$ cat src/rtl/imu_sfp_pkg.sv
// Shared types and constants for the IMU serial frame parser.
// No dependencies; every other file in rtl/ imports this package.
package imu_sfp_pkg;

  // Framing bytes
  localparam logic [7:0] HDR_BYTE   = 8'h55;
  localparam logic [7:0] TYPE_ACC   = 8'h51;
  localparam logic [7:0] TYPE_ANGLE = 8'h53;

  // Payload bytes that carry the three little-endian axis words
  localparam int unsigned AXIS_BYTES = 6;

  // Parse phase: waiting, or a frame of one kind is open
  typedef enum logic [1:0] {
    PH_WAIT  = 2'd0,
    PH_ACC   = 2'd1,
    PH_RATE  = 2'd2,
    PH_ANGLE = 2'd3
  } imu_sfp_phase_e;

  // One decoded frame
  typedef struct packed {
    logic        [1:0]  kind;
    logic signed [15:0] x;
    logic signed [15:0] y;
    logic signed [15:0] z;
  } imu_sfp_res_t;

  // Status of the input register stage towards the rest of the block
  typedef struct packed {
    logic       valid;
    logic [7:0] data;
  } imu_sfp_beat_t;

endpackage

$ cat src/rtl/imu_sfp_in_reg.sv
// Input register stage of the IMU serial frame parser.
// Depends on imu_sfp_pkg.
module imu_sfp_in_reg import imu_sfp_pkg::*; (
  input  logic          clk_i,
  input  logic          rst_ni,
  input  logic          in_valid_i,
  output logic          in_ready_o,
  input  logic [7:0]    rx_byte_i,
  input  logic          adv_i,
  output imu_sfp_beat_t beat_o
);

  logic       valid_q, valid_d;
  logic [7:0] data_q, data_d;
  logic       load;

  assign in_ready_o = !valid_q || adv_i;
  assign load       = in_valid_i && in_ready_o;

  always_comb begin
    valid_d = valid_q;
    data_d  = data_q;
    if (load) begin
      valid_d = 1'b1;
      data_d  = rx_byte_i;
    end else if (adv_i) begin
      valid_d = 1'b0;
    end
  end

  always_ff @(posedge clk_i or negedge rst_ni) begin
    if (!rst_ni) begin
      valid_q <= 1'b0;
    end else begin
      valid_q <= valid_d;
    end
  end

  always_ff @(posedge clk_i) begin
    data_q <= data_d;
  end

  assign beat_o.valid = valid_q;
  assign beat_o.data  = data_q;

endmodule

$ cat src/rtl/imu_sfp_parser.sv
// Frame state machine, checksum and axis byte store of the IMU frame parser.
// Depends on imu_sfp_pkg.
module imu_sfp_parser import imu_sfp_pkg::*; #(
  parameter int unsigned PAYLOAD_BYTES = 8
) (
  input  logic         clk_i,
  input  logic         rst_ni,
  input  logic         step_i,
  input  logic [7:0]   byte_i,
  output logic         res_valid_o,
  output imu_sfp_res_t res_o
);

  localparam int unsigned CNT_W = $clog2(PAYLOAD_BYTES + 1);
  localparam logic [CNT_W-1:0] CNT_FULL = CNT_W'(PAYLOAD_BYTES);
  localparam logic [CNT_W-1:0] CNT_AXIS = CNT_W'(AXIS_BYTES);

  imu_sfp_phase_e   phase_q, phase_d;
  logic [7:0]       prior_q, prior_d;
  logic [CNT_W-1:0] cnt_q, cnt_d;
  logic [7:0]       sum_q, sum_d;
  logic [7:0]       axis_q [AXIS_BYTES];
  logic             axis_we;
  logic             is_type;

  assign is_type = (byte_i >= TYPE_ACC) && (byte_i <= TYPE_ANGLE);

  always_comb begin
    phase_d     = phase_q;
    prior_d     = prior_q;
    cnt_d       = cnt_q;
    sum_d       = sum_q;
    axis_we     = 1'b0;
    res_valid_o = 1'b0;
    case (phase_q)
      PH_WAIT: begin
        if (is_type) begin
          if (prior_q == HDR_BYTE) begin
            phase_d = imu_sfp_phase_e'(byte_i[1:0] - TYPE_ACC[1:0] + 2'd1);
            cnt_d   = '0;
            sum_d   = HDR_BYTE + byte_i;
          end
        end else begin
          prior_d = byte_i;
        end
      end
      PH_ACC, PH_RATE, PH_ANGLE: begin
        if (cnt_q < CNT_FULL) begin
          axis_we = (cnt_q < CNT_AXIS);
          cnt_d   = cnt_q + CNT_W'(1);
          sum_d   = sum_q + byte_i;
        end else begin
          // checksum beat: close the frame whatever the outcome
          res_valid_o = (byte_i == sum_q);
          phase_d     = PH_WAIT;
          prior_d     = '0;
          cnt_d       = '0;
          sum_d       = '0;
        end
      end
      default: begin
        phase_d = PH_WAIT;
      end
    endcase
  end

  always_ff @(posedge clk_i or negedge rst_ni) begin
    if (!rst_ni) begin
      phase_q <= PH_WAIT;
      prior_q <= '0;
      cnt_q   <= '0;
      sum_q   <= '0;
    end else if (step_i) begin
      phase_q <= phase_d;
      prior_q <= prior_d;
      cnt_q   <= cnt_d;
      sum_q   <= sum_d;
    end
  end

  always_ff @(posedge clk_i) begin
    if (step_i && axis_we) begin
      axis_q[cnt_q[2:0]] <= byte_i;
    end
  end

  assign res_o.kind = 2'(phase_q) - 2'd1;
  assign res_o.x    = {axis_q[1], axis_q[0]};
  assign res_o.y    = {axis_q[3], axis_q[2]};
  assign res_o.z    = {axis_q[5], axis_q[4]};

endmodule

$ cat src/rtl/imu_sfp_out_reg.sv
// Result register of the IMU serial frame parser.
// Depends on imu_sfp_pkg.
module imu_sfp_out_reg import imu_sfp_pkg::*; (
  input  logic         clk_i,
  input  logic         rst_ni,
  input  logic         load_i,
  input  imu_sfp_res_t res_i,
  input  logic         out_ready_i,
  output logic         out_valid_o,
  output logic         free_o,
  output imu_sfp_res_t res_o
);

  logic         valid_q, valid_d;
  imu_sfp_res_t res_q, res_d;

  assign free_o = !valid_q || out_ready_i;

  always_comb begin
    valid_d = valid_q;
    res_d   = res_q;
    if (load_i) begin
      valid_d = 1'b1;
      res_d   = res_i;
    end else if (out_ready_i) begin
      valid_d = 1'b0;
    end
  end

  always_ff @(posedge clk_i or negedge rst_ni) begin
    if (!rst_ni) begin
      valid_q <= 1'b0;
    end else begin
      valid_q <= valid_d;
    end
  end

  always_ff @(posedge clk_i) begin
    res_q <= res_d;
  end

  assign out_valid_o = valid_q;
  assign res_o       = res_q;

endmodule

$ cat src/rtl/imu_serial_frame_parser_unit.sv
// IMU serial frame parser: one received byte per beat, one frame result per good frame.
// Path: checksum byte held in the input register, its result then in the result register.
// Throughput: one byte per cycle unless stalled; the parse step is combinational.
// Back-pressure on the result side stalls the input stage only when a result is waiting.
// Reset (rst_ni low, asynchronous): parser waits for a header, prior byte and sum cleared.
// Depends on imu_sfp_pkg, imu_sfp_in_reg, imu_sfp_parser, imu_sfp_out_reg.
module imu_serial_frame_parser_unit import imu_sfp_pkg::*; #(
  parameter int unsigned PAYLOAD_BYTES = 8
) (
  input  logic               clk_i,
  input  logic               rst_ni,
  input  logic               in_valid_i,
  output logic               in_ready_o,
  input  logic [7:0]         rx_byte_i,
  output logic               out_valid_o,
  input  logic               out_ready_i,
  output logic [1:0]         frame_kind_o,
  output logic signed [15:0] value_x_o,
  output logic signed [15:0] value_y_o,
  output logic signed [15:0] value_z_o
);

  imu_sfp_beat_t beat;
  imu_sfp_res_t  res, res_held;
  logic          res_valid;
  logic          out_free;
  logic          adv;
  logic          res_load;

  // Advance the held byte unless it closes a good frame and the result
  // register is still occupied; bytes that produce nothing never stall.
  assign adv      = beat.valid && (!res_valid || out_free);
  assign res_load = adv && res_valid;

  // Input register: hold one beat from the serial side
  imu_sfp_in_reg u_in_reg (
    .clk_i      (clk_i),
    .rst_ni     (rst_ni),
    .in_valid_i (in_valid_i),
    .in_ready_o (in_ready_o),
    .rx_byte_i  (rx_byte_i),
    .adv_i      (adv),
    .beat_o     (beat)
  );

  // Parse step: framing, checksum and axis bytes
  imu_sfp_parser #(
    .PAYLOAD_BYTES (PAYLOAD_BYTES)
  ) u_parser (
    .clk_i       (clk_i),
    .rst_ni      (rst_ni),
    .step_i      (adv),
    .byte_i      (beat.data),
    .res_valid_o (res_valid),
    .res_o       (res)
  );

  // Result register: parts the parse step from the consumer
  imu_sfp_out_reg u_out_reg (
    .clk_i       (clk_i),
    .rst_ni      (rst_ni),
    .load_i      (res_load),
    .res_i       (res),
    .out_ready_i (out_ready_i),
    .out_valid_o (out_valid_o),
    .free_o      (out_free),
    .res_o       (res_held)
  );

  assign frame_kind_o = res_held.kind;
  assign value_x_o    = res_held.x;
  assign value_y_o    = res_held.y;
  assign value_z_o    = res_held.z;

  // A result is loaded only into a free result register
  a_no_overwrite: assert property (@(posedge clk_i) disable iff (!rst_ni)
    res_load |-> (!out_valid_o || out_ready_i))
    else $error("result register overwritten");

  // A stalled input beat keeps its byte until it advances
  a_beat_hold: assert property (@(posedge clk_i) disable iff (!rst_ni)
    (beat.valid && !adv) |=> (beat.valid && $stable(beat.data)))
    else $error("input beat lost while stalled");

  // An empty input register always takes a new byte
  a_ready_when_empty: assert property (@(posedge clk_i) disable iff (!rst_ni)
    !beat.valid |-> in_ready_o)
    else $error("input stalled while empty");

  // A delivered frame never carries the unused kind code
  a_kind_range: assert property (@(posedge clk_i) disable iff (!rst_ni)
    out_valid_o |-> (frame_kind_o != 2'd3))
    else $error("bad frame kind");

endmodule
$ cat config.mk
export PLATFORM = sky130hd
export DESIGN_NAME = imu_serial_frame_parser_unit
export DESIGN_NICKNAME = d
export VERILOG_FILES = /design/src/rtl/imu_sfp_pkg.sv /design/src/rtl/imu_sfp_in_reg.sv /design/src/rtl/imu_sfp_parser.sv /design/src/rtl/imu_sfp_out_reg.sv /design/src/rtl/imu_serial_frame_parser_unit.sv
export SDC_FILE = /design/constraint.sdc
export NUM_CORES = 1
export LEC_CHECK = 0
export ABC_AREA = 1
export BUFFER_PORTS_ARGS = -buffer_cell sky130_fd_sc_hd__buf_2
export CAP_MARGIN = 40
export CORE_MARGIN = 2
export CORE_UTILIZATION = 43
export CTS_BUF_LIST = sky130_fd_sc_hd__clkbuf_4 sky130_fd_sc_hd__clkbuf_8
export DETAILED_ROUTE_END_ITERATION = 12
export GPL_TIMING_DRIVEN = 0
export MAX_ROUTING_LAYER = met4
export SLEW_MARGIN = 0
export SYNTH_ARGS = -nofsm -noshare
export SYNTH_HDL_FRONTEND = slang
export SYNTH_HIERARCHICAL = 1
export SYNTH_SLANG_ARGS = --single-unit
$ cat constraint.sdc
create_clock -name clk_i -period 4.91 [get_ports clk_i]
set_input_delay 0.7365 -clock clk_i [delete_from_list [all_inputs] [get_ports clk_i]]
set_output_delay 0.7365 -clock clk_i [all_outputs]
set_load 0.01 [all_outputs]
======== Word level (Yosys, flattened, before mapping) ========
Memories as Yosys holds them, arrays and structs flattened. A register that Yosys moved wholly into a read port is not among the register bits.
Index checks and enable logic that the tools add are counted.
storage, ports and cells
  memory bits (writable) .................. 48
  input bits .............................. 12
  output and inout bits ................... 52
  memories kept ........................... 1
  bits in registers ....................... 34
memory list
  name             words  bits a word  read ports  clocked after memory_dff  wr ports  line                  RTL
  u_parser.axis_q  6      8            6           6                         1         imu_sfp_parser.sv:22  logic [7:0] axis_q [AXIS_BYTES];
operators by class
  multiplexer cells ....................... 25
  equality and inequality tests ........... 9
  reductions and logical operators ........ 18
  add/subtract/negate cells ............... 6
  magnitude comparators ................... 4
operators by type and width
  kind                                                                          number
  8-bit two-way mux                                                             5
  8-bit one-hot mux with 2 select lines                                         2
  4-bit two-way mux                                                             3
  1-bit two-way mux                                                             10
  7-bit by 8-bit adder with 8-bit output, first input constant                  1
  8-bit adder                                                                   1
  8-bit by 7-bit equality test with 1-bit output, second input constant         1
  8-bit equality test                                                           1
  8-bit by 7-bit >= comparator with 1-bit output, second input constant         1
  8-bit by 7-bit <= comparator with 1-bit output, second input constant         1
  4-bit one-hot mux with 2 select lines                                         1
  2-bit two-way mux                                                             3
  3-bit AND reduction                                                           2
  1-bit logical AND                                                             5
  4-bit by 1-bit adder with 4-bit output, second input constant                 1
  2-bit equality test, second input constant                                    2
  4-bit by 3-bit less-than comparator with 1-bit output, second input constant  1
  4-bit less-than comparator, second input constant                             1
  2-bit by 1-bit != test with 1-bit output, second input constant               2
  2-bit != test, second input constant                                          2
  2-bit one-hot mux with 2 select lines                                         1
  4-bit AND reduction                                                           1
  2-bit nonzero test                                                            2
  2-bit by 1-bit subtractor with 2-bit output, second input constant            2
  other kinds (6)                                                               10

======== Logic depth before layout (Yosys ltp) ========
  depth after elaboration ................. 9
  mapped depth ............................ 12

======== Hierarchy ========
Netlist, hierarchy kept.
by module, submodules not included
  module                        area an instance (um^2)  sequential area each (um^2)  times used  cells an instance
  imu_sfp_parser                3128.0                   1991.9                       1           289
  imu_sfp_out_reg               1546.5                   1526.5                       1           55
  imu_sfp_in_reg                292.8                    265.3                        1           15
  imu_serial_frame_parser_unit  25.0                     0.0                          1           5

======== Worst setup path after synthesis ========
No wires, ideal clock.
  path type ............................... reg-to-reg
  start ................................... register u_in_reg.data_q[1]
  end ..................................... register, netlist name u_out_reg/res_o[0]
  stages on the path, launching flop included .. 7
  clock period less this slack ............ 2.949 ns
  slack ................................... 1.961 ns
  arrival ................................. 2.544 ns
  library setup time ...................... 0.405 ns
  path through ............................ edfxtp_1 > ha_1 > nor3_1 > nand2_1 > nor4_1 > nand3_1 > inv_1
on the way
  word-level cells in the longest chain between the ends .. 7
ends and longest elaborated chain
  element                 line                                RTL
  from (decl)             imu_sfp_in_reg.sv:14                logic [7:0] data_q, data_d;
  from (signal assigned)  imu_sfp_in_reg.sv:40                data_q <= data_d;
  8-bit equality test *   imu_sfp_parser.sv:54                res_valid_o = (byte_i == sum_q);
  1-bit two-way mux *     imu_sfp_parser.sv:48                if (cnt_q < CNT_FULL) begin
  1-bit two-way mux *     imu_sfp_parser.sv:35                case (phase_q)
  net res_valid           imu_serial_frame_parser_unit.sv:25  logic res_valid;
  1-bit logical NOT       imu_serial_frame_parser_unit.sv:32  assign adv = beat.valid && (!res_valid || out_free);
  1-bit logical OR        imu_serial_frame_parser_unit.sv:32
  1-bit logical AND       imu_serial_frame_parser_unit.sv:32
  1-bit logical AND *     imu_serial_frame_parser_unit.sv:33  assign res_load = adv && res_valid;
  net res_load            imu_serial_frame_parser_unit.sv:28  logic res_load;
Mark *: on every way through the listed nets, which the timed path passes. The rest lies on a longest branch.
A chain may end at the register's enable or synchronous reset.

======== Final worst setup path ========
  start ................................... register u_in_reg.data_q[1]
  end ..................................... output in_ready_o
on the way
  word-level cells in the longest chain between the ends .. 7
ends and longest elaborated chain
  element              line                                RTL
  8-bit equality test  imu_sfp_parser.sv:54
  1-bit two-way mux    imu_sfp_parser.sv:48
  1-bit two-way mux    imu_sfp_parser.sv:35
  net res_valid        imu_serial_frame_parser_unit.sv:25
  1-bit logical NOT    imu_serial_frame_parser_unit.sv:32
  1-bit logical OR     imu_serial_frame_parser_unit.sv:32
  1-bit logical AND    imu_serial_frame_parser_unit.sv:32
  net adv              imu_serial_frame_parser_unit.sv:27  logic adv;
  1-bit logical OR     imu_sfp_in_reg.sv:17                assign in_ready_o = !valid_q || adv_i;
  to (decl)            imu_serial_frame_parser_unit.sv:13  output logic in_ready_o,
The timed path passes the listed nets, and every way through them passes these cells.

==> metrics.md <==
| Metric | Value |
|---|---|
| Status | finished, final reports clean |
| HP Class | input port to async pin |
| Drt via density | 4.701 |
| Max-Cap Viols | 0 |
| DRT Pass-1 Iters | 4 |
| Clk root buf | clkbuf_8 |
| PwrDens | 507.9 nW/um2 |
| Crit path kind | flop to output pin |
| Fin nets | 474 |
| Port buffer count | 63 |
| Post-route DRC | 0 |
| Synth unique cells | 29 |
| Crit path time final | 3503 ps |
| Ys async rst share | 18.46% |
| Clk_skew | 9.533 ps |
| Vias in the first global route | 2718 |
| TritonCTS Sinks | 130 |
| WL/cell | 14.44 um |
| Die Wd | 111.8 um |
| Longest Clk Path Bufs | 2 |
| R2r startpoint | u_in_reg/data_q[1]$_DFFE_PP_ |
| Setup crit end kind | output pin |
| Initial antenna violation count | 0 |
| GRT overflow | 0 |
| Dpl hpwl | 5695 um |
| Cts hold-fix bufs | 0 |
| Synth Cell Area | 4992 um2 |
| Post-synth top cells | edfxtp_1 (106), nand2_1 (76), inv_1 (47), dfrtp_1 (24), nand3_1 (20) |
| Pins Over Slew Limit | 0 |
| Setup TNS | 0 ps |
| Setup Viol. Count Final | 0 |
| Relative slew margins | about half |
| CP startpoint kind | flop |
| Io pins | between 60 and 70 |
| CTS tree | built |
| Synth top area share | between 60% and 70% |
| DP Worst Slack | between 1500 and 2000 ps |
| Peak supply drop | 0.2223 mV |
| Largest net degree at the start of global routing | 37 |
| Synthesized flop and latch total | 130 |
| Post-CTS setup buffers | 0 |
| Ys flop type | edfxtp_1 |
| Die H | 111.8 um |
| CP Max Fanout | 13 |
| Final wirelength | just under 9000 um |
| Worst-margin pin slew | 749.2 ps |
| Share of cells above drive strength 1 | 27.06% |
| Rows | 39 |
| Depth of the CTS H-tree | 4 |
| Global-route wire length before repair | 14110 um |
| Area leader, netlist | edfxtp_1 |
| Ant. Diodes | 0 |
| RSZ-0062 raised after global routing | no |
| Iteration-0 DRC Markers | around 160 |
| Worst Setup SP | u_in_reg/data_q[1]$_DFFE_PP_ |
| Synth-to-Final Area Change | 18.60% |
| Antenna viol nets, final | 0 |
| Final worst-path cycle share | 71.34% |
| Die area | 12490 um2 |
| Initial Util | 43.91% |
| Hold Vio Cnt, Final | 0 |
| Register area share after synthesis | 75.79% |
| Vias | 2844 |
| Warnings, synthesis | 6 |
| Synth area leaders | edfxtp_1 (64%), dfrtp_1 (12%), nand2_1 (5.7%) |
| Cell with the most instances after synthesis | edfxtp_1 |
| CTS resizes | 0 |
| Clock slew at reported path FFs | 70 ps |
| Critical Path RT | 4170 ps |
| Num CTS Buffers | 17 |
| GRT Util Overall | 15.50% |
| Max Clock Freq | 285.5 MHz |
| GP Congestion | between 0.8 and 0.9 |
| Syn_nets | 389 |
| R2r setup slk | 2010 ps |
| Synth Instances | 364 |
| CP arrival | 2770 ps |
| Setup slack after layout | 1407 ps |
| Later-pin clock latency in the skew report | 420 ps |
| EDFF count, synth | 106 |
| Synthesized area per cell | 13.72 um2 |
| LEAKAGE | between 2 and 2.5 nW |
| Core area | roughly 11000 um2 |
## logic make-up (layout without fill, tap and decap cells)
logic type	after synthesis	after routing	synth area share (%)
AND/OR/NAND/NOR	130	130	11.28
adder cells (fa/ha/maj)	13	13	3.408
XOR/XNOR	3	3	0.5264
buffers and inverters	56	154	4.686
AO/OA/AOI/OAI	32	32	4.311
flip-flops	130	130	75.79
## where the power goes
part,leakage (nW),internal [W],switching [W],total [W]
Sequential,1.27,0.00135,0.0000733,0.00142
Clock,0.200,0.000504,0.000403,0.000908
Combinational,0.992,0.000240,0.000436,0.000676
Total,2.46,0.00209,0.000912,0.00301
## per-layer routing
metal,global-route usage [%],routed length [um],share of wire [%]
met1,20.27,3955,45
met4,6.337,88,1.0
met2,22.10,4122,47
met5,-,0,0
met3,5.607,573,6.6
## cells in the final DEF, fill, tap and decap left out, types with 2 or more instances in the layout
cell / count
dfrtp_1: 24
bufinv_16: 3
a21oi_1: 6
nand3_1: 20
clkinv_4: 2
inv_2: 5
nand2_2: 6
o21ai_2: 7
buf_4: 2
a21boi_1: 2
ha_1: 12
edfxtp_1: 106
buf_2: 66
clkbuf_8: 17
inv_1: 46
nand2_1: 76
nor2_1: 19
nand4_1: 2
buf_6: 2
xor2_1: 2
clkinv_2: 4
nor3_1: 3
o21ai_0: 13
clkinvlp_4: 3
## flip-flops by register name, indices dropped and copies added (netlist names)
| register | count |
|---|---|
| u_in_reg/valid_q | 1 |
| u_parser/axis_q | 48 |
| u_out_reg/res_o | 50 |
| u_parser/prior_q | 8 |
| u_parser/cnt_q | 4 |
| u_in_reg/data_q | 8 |
| u_out_reg/out_valid_o | 1 |
| u_parser/sum_q | 8 |
| u_parser/phase_q | 2 |
## stage by stage
| stage | std cells | util [%] | power (W) | hold WS, ps | area, um2 |
|---|---|---|---|---|---|
| 6_report | 605 | 52.07 | 0.003007 | 305.8 | 5921 |
| 5_1_grt | 605 | 52.07 | 0.003194 | 306.3 | 5921 |
| 3_5_place_dp | 573 | 48.52 | 0.002125 | 404.5 | 5517 |
| 3_3_place_gp | 570 | 48.26 | 0.002107 | 402.0 | 5487 |
| 4_1_cts | 605 | 52.07 | 0.003035 | 302.0 | 5921 |
| 2_1_floorplan | 364 | - | 0.001959 | 400.3 | 4992 |
## final timing paths
kind                                                     end  cells after the start
setup / recovery                                  in_ready_o                      8
hold / removal             u_out_reg/out_valid_o$_DFFE_PN0P_                      1
setup reg to reg                u_out_reg/res_o[6]$_DFFE_PP_                      7
hold reg to reg                u_out_reg/res_o[39]$_DFFE_PP_                      0
max in group asynchronous    u_parser/prior_q[7]$_DFFE_PN0P_                      1
min in group clk_i             u_out_reg/res_o[39]$_DFFE_PP_                      0
## final cells by class
class | instances | area (um2)
sequential | 130 | 3784
inverter | 51 | 191.4
clock inverter | 14 | 162.7
tap | 143 | 178.9
clock buffer | 18 | 241.5
timing repair buffer | 66 | 345.3
fill | 982 | 5449
buffer | 5 | 42.54
multi-input combinational | 178 | 974.7
## critical path: stages (launching register included)
cell and delay, ps:
edfxtp_1 740, ha_1 370, nor3_1 190, nand2_1 70, nor4_1 390, a21oi_2 250
inv_1 120, nand2_1 70, buf_2 140
Note: power is estimated with default switching activity, not from simulation.
